$ cat src/spba_pkg.sv
package spba_pkg;

  localparam int PoolCount = 4;
  localparam int MaxBlocks = 256;
  localparam int PoolW = 2;
  localparam int BlkW = 8;
  localparam int BytesW = 12;
  localparam int CountW = 9;
  localparam int CfgIdxW = 4;
  localparam int AddrW = PoolW + BlkW;
  localparam int Depth = PoolCount * MaxBlocks;
  localparam int QDepth = 2;

  localparam logic [CountW-1:0] MaxBlocksC = CountW'(MaxBlocks);
  localparam logic [PoolW-1:0] HintReset = PoolW'(PoolCount >> 1);
  localparam logic [PoolW-1:0] LastPool = PoolW'(PoolCount - 1);

  localparam logic OpAlloc = 1'b0;
  localparam logic OpRelease = 1'b1;

  localparam logic [1:0] ErrNone = 2'd0;
  localparam logic [1:0] ErrExhausted = 2'd1;
  localparam logic [1:0] ErrRange = 2'd2;

  localparam logic [CfgIdxW-1:0] CfgBytesBase = CfgIdxW'(0);
  localparam logic [CfgIdxW-1:0] CfgCountBase = CfgIdxW'(4);

  typedef struct packed {
    logic [PoolCount-1:0][BytesW-1:0] bytes;
    logic [PoolCount-1:0][CountW-1:0] count;
  } cfg_t;

  typedef struct packed {
    logic op;
    logic range_err;
    logic [BytesW-1:0] req;
    logic [PoolW-1:0] pool;
    logic [BlkW-1:0] blk;
  } item_t;

  typedef enum logic [2:0] {
    ST_CLEAR,
    ST_IDLE,
    ST_POOL,
    ST_ISSUE,
    ST_CHECK,
    ST_DONE
  } state_t;

  function automatic logic [CountW-1:0] eff_count(input logic [CountW-1:0] c);
    return (c > MaxBlocksC) ? MaxBlocksC : c;
  endfunction

endpackage

$ cat src/spba_ram.sv
module spba_ram #(
  parameter int Width = 1,
  parameter int Depth = 2
) (
  input  logic                     clk,
  input  logic                     we,
  input  logic [$clog2(Depth)-1:0] waddr,
  input  logic [Width-1:0]         wdata,
  input  logic [$clog2(Depth)-1:0] raddr,
  output logic [Width-1:0]         rdata
);
  logic [Width-1:0] mem [Depth];

  always_ff @(posedge clk) begin
    if (we) begin
      mem[waddr] <= wdata;
    end
    rdata <= mem[raddr];
  end
endmodule

$ cat src/spba_cfg.sv
module spba_cfg (
  input  logic                             clk,
  input  logic                             rst_n,
  input  logic                             we,
  input  logic [spba_pkg::CfgIdxW-1:0]     idx,
  input  logic [spba_pkg::BytesW-1:0]      wdata,
  output spba_pkg::cfg_t                   cfg
);
  spba_pkg::cfg_t cfg_r, cfg_nxt;

  always_comb begin
    cfg_nxt = cfg_r;
    for (int p = 0; p < spba_pkg::PoolCount; p++) begin
      if (we && idx == spba_pkg::CfgBytesBase + spba_pkg::CfgIdxW'(p)) begin
        cfg_nxt.bytes[p] = wdata;
      end
      if (we && idx == spba_pkg::CfgCountBase + spba_pkg::CfgIdxW'(p)) begin
        cfg_nxt.count[p] = wdata[spba_pkg::CountW-1:0];
      end
    end
  end

  always_ff @(posedge clk) begin
    if (!rst_n) begin
      cfg_r.bytes[0] <= spba_pkg::BytesW'(256);
      cfg_r.bytes[1] <= spba_pkg::BytesW'(64);
      cfg_r.bytes[2] <= spba_pkg::BytesW'(32);
      cfg_r.bytes[3] <= spba_pkg::BytesW'(16);
      for (int p = 0; p < spba_pkg::PoolCount; p++) begin
        cfg_r.count[p] <= spba_pkg::MaxBlocksC;
      end
    end else begin
      cfg_r <= cfg_nxt;
    end
  end

  assign cfg = cfg_r;
endmodule

$ cat src/spba_front.sv
module spba_front (
  input  logic                          clk,
  input  logic                          rst_n,
  input  spba_pkg::cfg_t                cfg,
  input  logic                          in_valid,
  output logic                          in_ready,
  input  logic                          in_operation,
  input  logic [spba_pkg::BytesW-1:0]   in_request_bytes,
  input  logic [spba_pkg::PoolW-1:0]    in_release_pool,
  input  logic [spba_pkg::BlkW-1:0]     in_release_block,
  output logic                          q_valid,
  output spba_pkg::item_t               q_item,
  input  logic                          q_pop
);
  spba_pkg::item_t q_r [spba_pkg::QDepth];
  logic [1:0] cnt_r, cnt_nxt;
  logic wp_r, wp_nxt, rp_r, rp_nxt;
  spba_pkg::item_t item_c;
  logic push;

  always_comb begin
    item_c.op = in_operation;
    item_c.req = in_request_bytes;
    item_c.pool = in_release_pool;
    item_c.blk = in_release_block;
    item_c.range_err = ({1'b0, in_release_block} >=
                        spba_pkg::eff_count(cfg.count[in_release_pool]));
  end

  assign in_ready = (cnt_r < 2'(spba_pkg::QDepth));
  assign push = in_valid && in_ready;
  assign q_valid = (cnt_r != 2'd0);
  assign q_item = q_r[rp_r];

  always_comb begin
    wp_nxt = push ? ~wp_r : wp_r;
    rp_nxt = (q_pop && q_valid) ? ~rp_r : rp_r;
    cnt_nxt = cnt_r + 2'(push) - 2'(q_pop && q_valid);
  end

  always_ff @(posedge clk) begin
    if (!rst_n) begin
      cnt_r <= '0;
      wp_r <= 1'b0;
      rp_r <= 1'b0;
    end else begin
      cnt_r <= cnt_nxt;
      wp_r <= wp_nxt;
      rp_r <= rp_nxt;
    end
  end

  always_ff @(posedge clk) begin
    if (push) begin
      q_r[wp_r] <= item_c;
    end
  end
endmodule

$ cat src/spba_back.sv
module spba_back (
  input  logic                          clk,
  input  logic                          rst_n,
  input  spba_pkg::cfg_t                cfg,
  input  logic                          q_valid,
  input  spba_pkg::item_t               q_item,
  output logic                          q_pop,
  output logic                          out_valid,
  input  logic                          out_ready,
  output logic                          out_granted,
  output logic [1:0]                    out_error_code,
  output logic [spba_pkg::PoolW-1:0]    out_pool_index,
  output logic [spba_pkg::BlkW-1:0]     out_block_index
);
  localparam logic SideR = 1'b0;
  localparam logic SideL = 1'b1;

  spba_pkg::state_t state_r, state_nxt;
  spba_pkg::item_t item_r, item_nxt;
  logic [2:0] pnext_r, pnext_nxt;
  logic [spba_pkg::PoolW-1:0] pool_r, pool_nxt, hint_r, hint_nxt;
  logic signed [9:0] r_r, e_r, l_r, s_r, r_nxt, e_nxt, l_nxt, s_nxt;
  logic side_r, side_nxt, half_r, half_nxt, sel_r, sel_nxt;
  logic [spba_pkg::BlkW-1:0] cand_r, cand_nxt;
  logic [spba_pkg::AddrW-1:0] clr_r, clr_nxt;
  logic [spba_pkg::BlkW-1:0] last_r [spba_pkg::PoolCount];
  logic [spba_pkg::BlkW-1:0] last_nxt [spba_pkg::PoolCount];
  logic res_g_r, res_g_nxt;
  logic [1:0] res_e_r, res_e_nxt;
  logic [spba_pkg::PoolW-1:0] res_p_r, res_p_nxt;
  logic [spba_pkg::BlkW-1:0] res_b_r, res_b_nxt;
  logic ov_r, ov_nxt, og_r, og_nxt;
  logic [1:0] oe_r, oe_nxt;
  logic [spba_pkg::PoolW-1:0] op_r, op_nxt;
  logic [spba_pkg::BlkW-1:0] ob_r, ob_nxt;

  logic ram_we, ram_wd, ram_rd;
  logic [spba_pkg::AddrW-1:0] ram_wa, ram_ra;

  logic [spba_pkg::PoolW-1:0] p_c;
  logic [spba_pkg::CountW-1:0] n_c;
  logic [spba_pkg::BlkW-1:0] last_c;
  logic fits_c, av_r, av_l, fail_c, sel_c, slot_free;

  spba_ram #(.Width(1), .Depth(spba_pkg::Depth)) u_used (
    .clk(clk), .we(ram_we), .waddr(ram_wa), .wdata(ram_wd),
    .raddr(ram_ra), .rdata(ram_rd)
  );

  assign p_c = pnext_r[spba_pkg::PoolW-1:0] - spba_pkg::PoolW'(1);
  assign n_c = spba_pkg::eff_count(cfg.count[p_c]);
  assign last_c = ({1'b0, last_r[p_c]} >= n_c) ? spba_pkg::BlkW'(n_c - 9'd1) : last_r[p_c];
  assign fits_c = (item_r.req <= cfg.bytes[p_c]) && (n_c != '0);
  assign av_r = (r_r <= e_r);
  assign av_l = (l_r >= s_r);
  assign slot_free = !ov_r || out_ready;

  always_comb begin
    fail_c = 1'b0;
    sel_c = sel_r;
    if (!half_r) begin
      if (side_r == SideR) begin
        sel_c = av_r ? SideR : SideL;
        fail_c = !av_r && !av_l;
      end else begin
        sel_c = av_l ? SideL : SideR;
        fail_c = !av_r && !av_l;
      end
    end
  end

  always_comb begin
    state_nxt = state_r;
    unique case (state_r)
      spba_pkg::ST_CLEAR: if (clr_r == '1) state_nxt = spba_pkg::ST_IDLE;
      spba_pkg::ST_IDLE: begin
        if (q_valid) begin
          state_nxt = (q_item.op == spba_pkg::OpRelease) ? spba_pkg::ST_DONE : spba_pkg::ST_POOL;
        end
      end
      spba_pkg::ST_POOL: begin
        if (pnext_r == 3'd0) state_nxt = spba_pkg::ST_DONE;
        else if (fits_c) state_nxt = spba_pkg::ST_ISSUE;
      end
      spba_pkg::ST_ISSUE: state_nxt = fail_c ? spba_pkg::ST_POOL : spba_pkg::ST_CHECK;
      spba_pkg::ST_CHECK: state_nxt = ram_rd ? spba_pkg::ST_ISSUE : spba_pkg::ST_DONE;
      spba_pkg::ST_DONE: if (slot_free) state_nxt = spba_pkg::ST_IDLE;
      default: state_nxt = spba_pkg::ST_CLEAR;
    endcase
  end

  always_comb begin
    item_nxt = item_r; pnext_nxt = pnext_r; pool_nxt = pool_r; hint_nxt = hint_r;
    r_nxt = r_r; e_nxt = e_r; l_nxt = l_r; s_nxt = s_r;
    side_nxt = side_r; half_nxt = half_r; sel_nxt = sel_r; cand_nxt = cand_r;
    clr_nxt = clr_r; last_nxt = last_r;
    res_g_nxt = res_g_r; res_e_nxt = res_e_r; res_p_nxt = res_p_r; res_b_nxt = res_b_r;
    ov_nxt = ov_r && !out_ready; og_nxt = og_r; oe_nxt = oe_r; op_nxt = op_r; ob_nxt = ob_r;
    q_pop = 1'b0;
    ram_we = 1'b0; ram_wd = 1'b0; ram_wa = clr_r;
    ram_ra = {pool_r, cand_r};
    unique case (state_r)
      spba_pkg::ST_CLEAR: begin
        ram_we = 1'b1;
        clr_nxt = clr_r + spba_pkg::AddrW'(1);
      end
      spba_pkg::ST_IDLE: begin
        if (q_valid) begin
          q_pop = 1'b1;
          item_nxt = q_item;
          res_g_nxt = 1'b0; res_e_nxt = spba_pkg::ErrNone; res_p_nxt = '0; res_b_nxt = '0;
          if (q_item.op == spba_pkg::OpRelease) begin
            if (q_item.range_err) begin
              res_e_nxt = spba_pkg::ErrRange;
            end else begin
              ram_we = 1'b1;
              ram_wa = {q_item.pool, q_item.blk};
              last_nxt[q_item.pool] = q_item.blk;
              res_g_nxt = 1'b1; res_p_nxt = q_item.pool; res_b_nxt = q_item.blk;
            end
          end else begin
            pnext_nxt = (cfg.bytes[hint_r] > q_item.req) ? 3'(spba_pkg::PoolCount)
                                                          : {1'b0, hint_r} + 3'd1;
          end
        end
      end
      spba_pkg::ST_POOL: begin
        if (pnext_r == 3'd0) begin
          hint_nxt = spba_pkg::LastPool;
          res_e_nxt = spba_pkg::ErrExhausted;
        end else begin
          pnext_nxt = {1'b0, p_c};
          pool_nxt = p_c;
          r_nxt = 10'(last_c) + 10'sd1;
          e_nxt = 10'(n_c) - 10'sd1;
          l_nxt = 10'(last_c);
          s_nxt = '0;
          side_nxt = SideR; half_nxt = 1'b0;
        end
      end
      spba_pkg::ST_ISSUE: begin
        sel_nxt = sel_c;
        if (sel_c == SideR) cand_nxt = half_r ? e_r[7:0] : r_r[7:0];
        else cand_nxt = half_r ? s_r[7:0] : l_r[7:0];
        ram_ra = {pool_r, cand_nxt};
        if (!half_r) begin
          half_nxt = 1'b1;
        end else begin
          half_nxt = 1'b0;
          side_nxt = ~sel_r;
          if (sel_r == SideR) begin
            r_nxt = r_r + 10'sd1; e_nxt = e_r - 10'sd1;
          end else begin
            l_nxt = l_r - 10'sd1; s_nxt = s_r + 10'sd1;
          end
        end
      end
      spba_pkg::ST_CHECK: begin
        if (!ram_rd) begin
          ram_we = 1'b1; ram_wd = 1'b1; ram_wa = {pool_r, cand_r};
          last_nxt[pool_r] = cand_r;
          hint_nxt = pool_r;
          res_g_nxt = 1'b1; res_p_nxt = pool_r; res_b_nxt = cand_r;
        end
      end
      spba_pkg::ST_DONE: begin
        if (slot_free) begin
          ov_nxt = 1'b1; og_nxt = res_g_r; oe_nxt = res_e_r; op_nxt = res_p_r; ob_nxt = res_b_r;
        end
      end
      default: ;
    endcase
  end

  always_ff @(posedge clk) begin
    if (!rst_n) begin
      state_r <= spba_pkg::ST_CLEAR;
      clr_r <= '0;
      hint_r <= spba_pkg::HintReset;
      ov_r <= 1'b0;
      for (int p = 0; p < spba_pkg::PoolCount; p++) last_r[p] <= '0;
    end else begin
      state_r <= state_nxt;
      clr_r <= clr_nxt;
      hint_r <= hint_nxt;
      ov_r <= ov_nxt;
      last_r <= last_nxt;
    end
  end

  always_ff @(posedge clk) begin
    item_r <= item_nxt; pnext_r <= pnext_nxt; pool_r <= pool_nxt;
    r_r <= r_nxt; e_r <= e_nxt; l_r <= l_nxt; s_r <= s_nxt;
    side_r <= side_nxt; half_r <= half_nxt; sel_r <= sel_nxt; cand_r <= cand_nxt;
    res_g_r <= res_g_nxt; res_e_r <= res_e_nxt; res_p_r <= res_p_nxt; res_b_r <= res_b_nxt;
    og_r <= og_nxt; oe_r <= oe_nxt; op_r <= op_nxt; ob_r <= ob_nxt;
  end

  assign out_valid = ov_r;
  assign out_granted = og_r;
  assign out_error_code = oe_r;
  assign out_pool_index = op_r;
  assign out_block_index = ob_r;

  a_grant_no_err: assert property (@(posedge clk) disable iff (!rst_n)
    ov_r && og_r |-> oe_r == spba_pkg::ErrNone) else $error("granted with error");
  a_no_pop_clear: assert property (@(posedge clk) disable iff (!rst_n)
    state_r == spba_pkg::ST_CLEAR |-> !q_pop) else $error("pop during clear");
  a_check_after_issue: assert property (@(posedge clk) disable iff (!rst_n)
    state_r == spba_pkg::ST_CHECK |-> $past(state_r) == spba_pkg::ST_ISSUE)
    else $error("check without issue");
endmodule

$ cat src/segregated_pool_block_allocator.sv
// segregated pool block allocator: four pools of fixed-size blocks, pool 0 largest
// input channel (in_valid/in_ready): one transaction is an allocate (operation 0,
// request_bytes) or a release (operation 1, release_pool, release_block)
// output channel (out_valid/out_ready): one result transaction per input transaction,
// in order: granted, error_code, pool_index, block_index
// cfg_we/cfg_index/cfg_wdata: block sizes (index 0..3) and counts (4..7), write when idle
// one transaction is served at a time; a release goes from the queue through the done
// state to the output register; an allocate passes a pool state for each pool visited,
// an issue and a check state for each block mark examined, and a further pool state for
// each fitting pool found full; the scan reads the used-mark memory one mark at a time
// reset: a clearing pass writes all 1024 used marks to free, during which up to two
// transactions are queued but none is served
// a stalled receiver holds the result register; the front queue keeps accepting
// until its two entries are full
module segregated_pool_block_allocator (
  input  logic                          clk,
  input  logic                          rst_n,
  input  logic                          cfg_we,
  input  logic [spba_pkg::CfgIdxW-1:0]  cfg_index,
  input  logic [spba_pkg::BytesW-1:0]   cfg_wdata,
  input  logic                          in_valid,
  output logic                          in_ready,
  input  logic                          in_operation,
  input  logic [spba_pkg::BytesW-1:0]   in_request_bytes,
  input  logic [spba_pkg::PoolW-1:0]    in_release_pool,
  input  logic [spba_pkg::BlkW-1:0]     in_release_block,
  output logic                          out_valid,
  input  logic                          out_ready,
  output logic                          out_granted,
  output logic [1:0]                    out_error_code,
  output logic [spba_pkg::PoolW-1:0]    out_pool_index,
  output logic [spba_pkg::BlkW-1:0]     out_block_index
);
  spba_pkg::cfg_t cfg;
  spba_pkg::item_t q_item;
  logic q_valid, q_pop;

  spba_cfg u_cfg (
    .clk(clk), .rst_n(rst_n), .we(cfg_we), .idx(cfg_index), .wdata(cfg_wdata), .cfg(cfg)
  );

  spba_front u_front (
    .clk(clk), .rst_n(rst_n), .cfg(cfg),
    .in_valid(in_valid), .in_ready(in_ready), .in_operation(in_operation),
    .in_request_bytes(in_request_bytes), .in_release_pool(in_release_pool),
    .in_release_block(in_release_block),
    .q_valid(q_valid), .q_item(q_item), .q_pop(q_pop)
  );

  spba_back u_back (
    .clk(clk), .rst_n(rst_n), .cfg(cfg),
    .q_valid(q_valid), .q_item(q_item), .q_pop(q_pop),
    .out_valid(out_valid), .out_ready(out_ready), .out_granted(out_granted),
    .out_error_code(out_error_code), .out_pool_index(out_pool_index),
    .out_block_index(out_block_index)
  );
endmodule
$ cat config.mk
export PLATFORM = sky130hd
export DESIGN_NAME = segregated_pool_block_allocator
export DESIGN_NICKNAME = d
export VERILOG_FILES = /design/src/spba_pkg.sv /design/src/spba_ram.sv /design/src/spba_cfg.sv /design/src/spba_front.sv /design/src/spba_back.sv /design/src/segregated_pool_block_allocator.sv
export SDC_FILE = /design/constraint.sdc
export NUM_CORES = 2
export LEC_CHECK = 0
export BUFFER_PORTS_ARGS = -buffer_cell sky130_fd_sc_hd__buf_2
export CAP_MARGIN = 20
export CORE_MARGIN = 1
export CORE_UTILIZATION = 54
export DETAILED_ROUTE_END_ITERATION = 10
export GPL_ROUTABILITY_DRIVEN = 0
export PLACE_DENSITY_LB_ADDON = 0.1
export SLEW_MARGIN = 20
export SYNTH_ARGS = -nofsm -noshare
export SYNTH_HDL_FRONTEND = slang
export SYNTH_SLANG_ARGS = --single-unit
$ cat constraint.sdc
create_clock -name clk -period 35.1 [get_ports clk]
set_input_delay 0 -clock clk [delete_from_list [all_inputs] [get_ports clk]]
set_output_delay 0 -clock clk [all_outputs]
set_load 0.005 [all_outputs]
==> flow_metrics.env <==
export IMPL_fin_worst_skew_ns=0.0211
export IMPL_cp_data_arrival_time_ns=8.06
export IMPL_clk_pin_slew_worst_paths_ns=0.06
export IMPL_final_min_clock_period_ns=7.39
export IMPL_pwr_share_comb_pct=1.9
export IMPL_hold_path_cell_count=4
export IMPL_dr_pass1_iters=7
export IMPL_vias=44500
export IMPL_startpoint="u_back.e_r[7]"
export IMPL_relSlewSlack_pct=18.6
export IMPL_p_per_area_nw_per_um2=46.4
export IMPL_yosysMostFrequentCell="edfxtp_1"
export IMPL_post_drt_wl_per_cell_um=25.2
export IMPL_netlist_area_sq_um=61900
export IMPL_num_antenna_cells=0
export IMPL_p_switching_uw=649
export IMPL_rr_worst_depth=19
export IMPL_core_region_area_sq_um=113000
export IMPL_synthArstFlopShare_pct=0
export IMPL_switching_share_pct=20.4
export IMPL_pre_cts_ws_ns=27.70
export IMPL_cts_num_sinks=1304
export IMPL_seq_area_frac_synth_pct=61.0
export IMPL_synth_edf_count=1166
export IMPL_required_ns=35.77
export IMPL_rows=123
export IMPL_synthFlopType="edfxtp_1"
export IMPL_criticalPathCategory="register to register"
export IMPL_grt_max_degree=262
export IMPL_synth_top_area_share_pct=56.6
export IMPL_finalSetupTns_ns=0
export IMPL_hold_class="input port to register"
export IMPL_cts_buffer_depth=3
export IMPL_peakVddDrop_mv=0.0408
export IMPL_endpoint="u_back.u_used.rdata"
export IMPL_synthCells=5629
export IMPL_io_buffer_count=58
export IMPL_rsz0062_at_grt="no"
export IMPL_pin_count=59
export IMPL_area_growth_pct=10.7
export IMPL_die_h_um=341
export IMPL_drive_gt1_share_pct=10.5
export IMPL_r2r_start="u_back.e_r[7]"
export IMPL_synth_nets=5745
export IMPL_grt_pass1_vias=42300
export IMPL_cp_end_kind="register"
export IMPL_ys_top_cells_by_area="edfxtp_1 57%, nor2_1 6.7%, mux2i_1 5.3%"
export IMPL_seq_power_share_pct=52.8
export IMPL_critical_path_most_common_cell="buf_4"
export IMPL_cap_violations=0
export IMPL_clock_fmax_ghz=0.135
export IMPL_finalCritPeriodShare_pct=21.1
export IMPL_dp_hpwl_mm=96.4
export IMPL_antenna_left=0
export IMPL_clk_latency_ns=0.76
export IMPL_antenna_found_initial=4
export IMPL_tightest_slew_ns=1.22
export IMPL_intPower_uw=2530
export IMPL_synth_common_cells="1,166 x edfxtp_1, 1,112 x nor2_1, 753 x nand2_1"
export IMPL_ys_types=79
export IMPL_crit_fanout=148
export IMPL_p_leak_uw=0.0220
export IMPL_synth_avg_cell_area_sq_um=11.0
export IMPL_slowest_delay_ns=0.85
export IMPL_maxSlewViolCount=0
export IMPL_status="complete, no violations"
export IMPL_post_dp_cell_area_sq_um=63200
export IMPL_start_util_pct=54.7
export IMPL_vias_per_cell=6.22
export IMPL_drtIter0Drc=5616
export IMPL_die_w_um=341
export IMPL_fin_ws_ns=27.71
export IMPL_reg2reg_slack_ns=27.71
export IMPL_synth_largest_area_cell="edfxtp_1"
export IMPL_overflow=0
export IMPL_critPathSlowestCell="buf_4"
export IMPL_h_tree_depth=4
export IMPL_path_cells="inv_1, ha_1, and4_1, and2_1, a311o_1, o21ai_1, a22o_1, a21oi_4, buf_4, nor2_4, buf_12, buf_4, mux2i_1, o221a_2, nand2b_1, a2111o_1, a41oi_1, nand4_1, a211oi_1"
export IMPL_hold_viol=0
export IMPL_drc=0
export IMPL_post_cts_buffers=0
export IMPL_dieArea_sq_um=116000
export IMPL_cts_buffers=143
export IMPL_final_nets=5667
export IMPL_yosysWarnings=0
export IMPL_design_area_sq_um=68500
export IMPL_grt_usage_pct=30.8
export IMPL_grt_pass1_wl_mm=268
export IMPL_start_kind="register"
export IMPL_cts_tree="done"
export IMPL_r2r_end="u_back.u_used.rdata"
export IMPL_routed_wl_mm=180
export IMPL_ys_ff_latch=1304
export IMPL_pwr_share_clk_pct=45.3
export IMPL_setup_violations=0
export IMPL_total_power_uw=3180
export IMPL_cts_root_buf="clkbuf_16"
power groups by stage:
stage                     Combinational, uW  Clock, uW  Sequential [uW]
final                                  61.0       1440             1680
after global routing                   64.7       1510             1680
after CTS                              59.9       1460             1680
after detailed placement               54.0          0             1710
after global placement                 53.3          0             1710
after floorplan                        29.6          0             1710
layer usage:
layer  GRT usage, %  share of wire, %  vias up
met5              0            0.0072        -
met4           10.6               3.5        2
met3           4.50               8.3      398
met2           50.0                47     1982
met1           42.4                41    22200
li1               -                 -    19900
layout make-up:
| class | count | area (sq um) |
|---|---|---|
| fillers | 9359 | 44600 |
| flip-flops and latches | 1304 | 37800 |
| multi-input cells | 3781 | 22100 |
| clock buffers | 195 | 4010 |
| repair buffers | 248 | 2020 |
| well taps | 1500 | 1880 |
| clock inverters | 57 | 414 |
| inverters | 73 | 277 |
worst max-delay path, delay by kind of cell (launching register included):
kind | cells | cell delay, ns
DFF | 1 | 0.42
muxes | 1 | 0.17
buffers and inverters | 4 | 1.81
AOI/OAI and AO/OA | 8 | 2.52
and+or+nand+nor | 5 | 1.87
adders and majority gates | 1 | 0.31
worst min path at each step:
stage,end,startpoint
floorplan,u_front.q_r[0][0],in_release_block[0]
global placement,u_front.q_r[0][17],in_request_bytes[7]
detailed placement,u_front.q_r[1][21],in_request_bytes[11]
CTS,u_cfg.cfg[58],cfg_wdata[10]
global route,u_cfg.cfg[83],cfg_wdata[11]
finish,u_cfg.cfg[58],cfg_wdata[10]
layout by cell type, fill, tap and decap left out, types with 24 or more instances in the layout:
cell / netlist / routed
nand4_1: 26 / 26
mux4_2: 54 / 54
a211oi_1: 31 / 30
o21ai_0: 240 / 239
nand3_1: 274 / 242
ha_1: 72 / 72
nor2_1: 1112 / 1108
dfxtp_1: 138 / 138
nand3_2: 1 / 33
buf_4: 26 / 105
mux2i_1: 326 / 325
dlygate4sd3_1: 0 / 73
buf_2: 70 / 58
a21boi_0: 33 / 33
nand2b_1: 54 / 54
nor2b_1: 110 / 109
xnor2_1: 31 / 31
a22oi_1: 39 / 39
nor3_1: 41 / 39
inv_1: 73 / 72
a2111oi_0: 25 / 24
a21oi_1: 147 / 147
clkbuf_16: 0 / 151
clkbuf_1: 296 / 37
nand2_1: 753 / 730
edfxtp_1: 1166 / 1166
o221a_2: 76 / 76
and3_1: 80 / 80
per-stage QoR:
step / std cells / utilization (%) / hold slack, ns
after floorplan: 5629 / - / 0.0989
after global placement: 6826 / 55.8 / 0.189
after detailed placement: 6827 / 55.9 / 0.191
after CTS: 7152 / 60.4 / 0.0675
after global routing: 7158 / 60.6 / 0.110
final: 7158 / 60.6 / 0.0956
cell families (layout without fill, tap and decap cells):
family	Yosys count	in the layout	share of synthesized area (%)
adder cells (fa/ha/maj)	72	72	1.46
flip-flops	1304	1304	61.0
buffers and inverters	544	573	3.79
multiplexers	385	385	7.33
XOR/XNOR	49	49	0.693
AND/OR/NAND/NOR	2524	2524	17.4
AO/OA/AOI/OAI	751	751	8.30
timing repair:
action | in CTS | in global routing
endpoints found under the hold margin | 149 | 0
resized for setup | 0 | 0
hold buffers | 73 | 0
flip-flops by register name, summed over array words and instances (netlist names), 3 cells and up, named ones only:
register	flops
u_back.u_used.mem	1024
u_cfg.cfg	84
u_front.q_r	48
u_back.last_r	32
u_back.item_r	12
u_back.clr_r	10
u_back.e_r	10
u_back.l_r	10
u_back.r_r	10
u_back.s_r	10
u_back.cand_r	8
u_back.out_block_index	8
u_back.res_b_r	8
u_back.pnext_r	3
u_back.state_r	3
(Power assumes the default switching activity.)
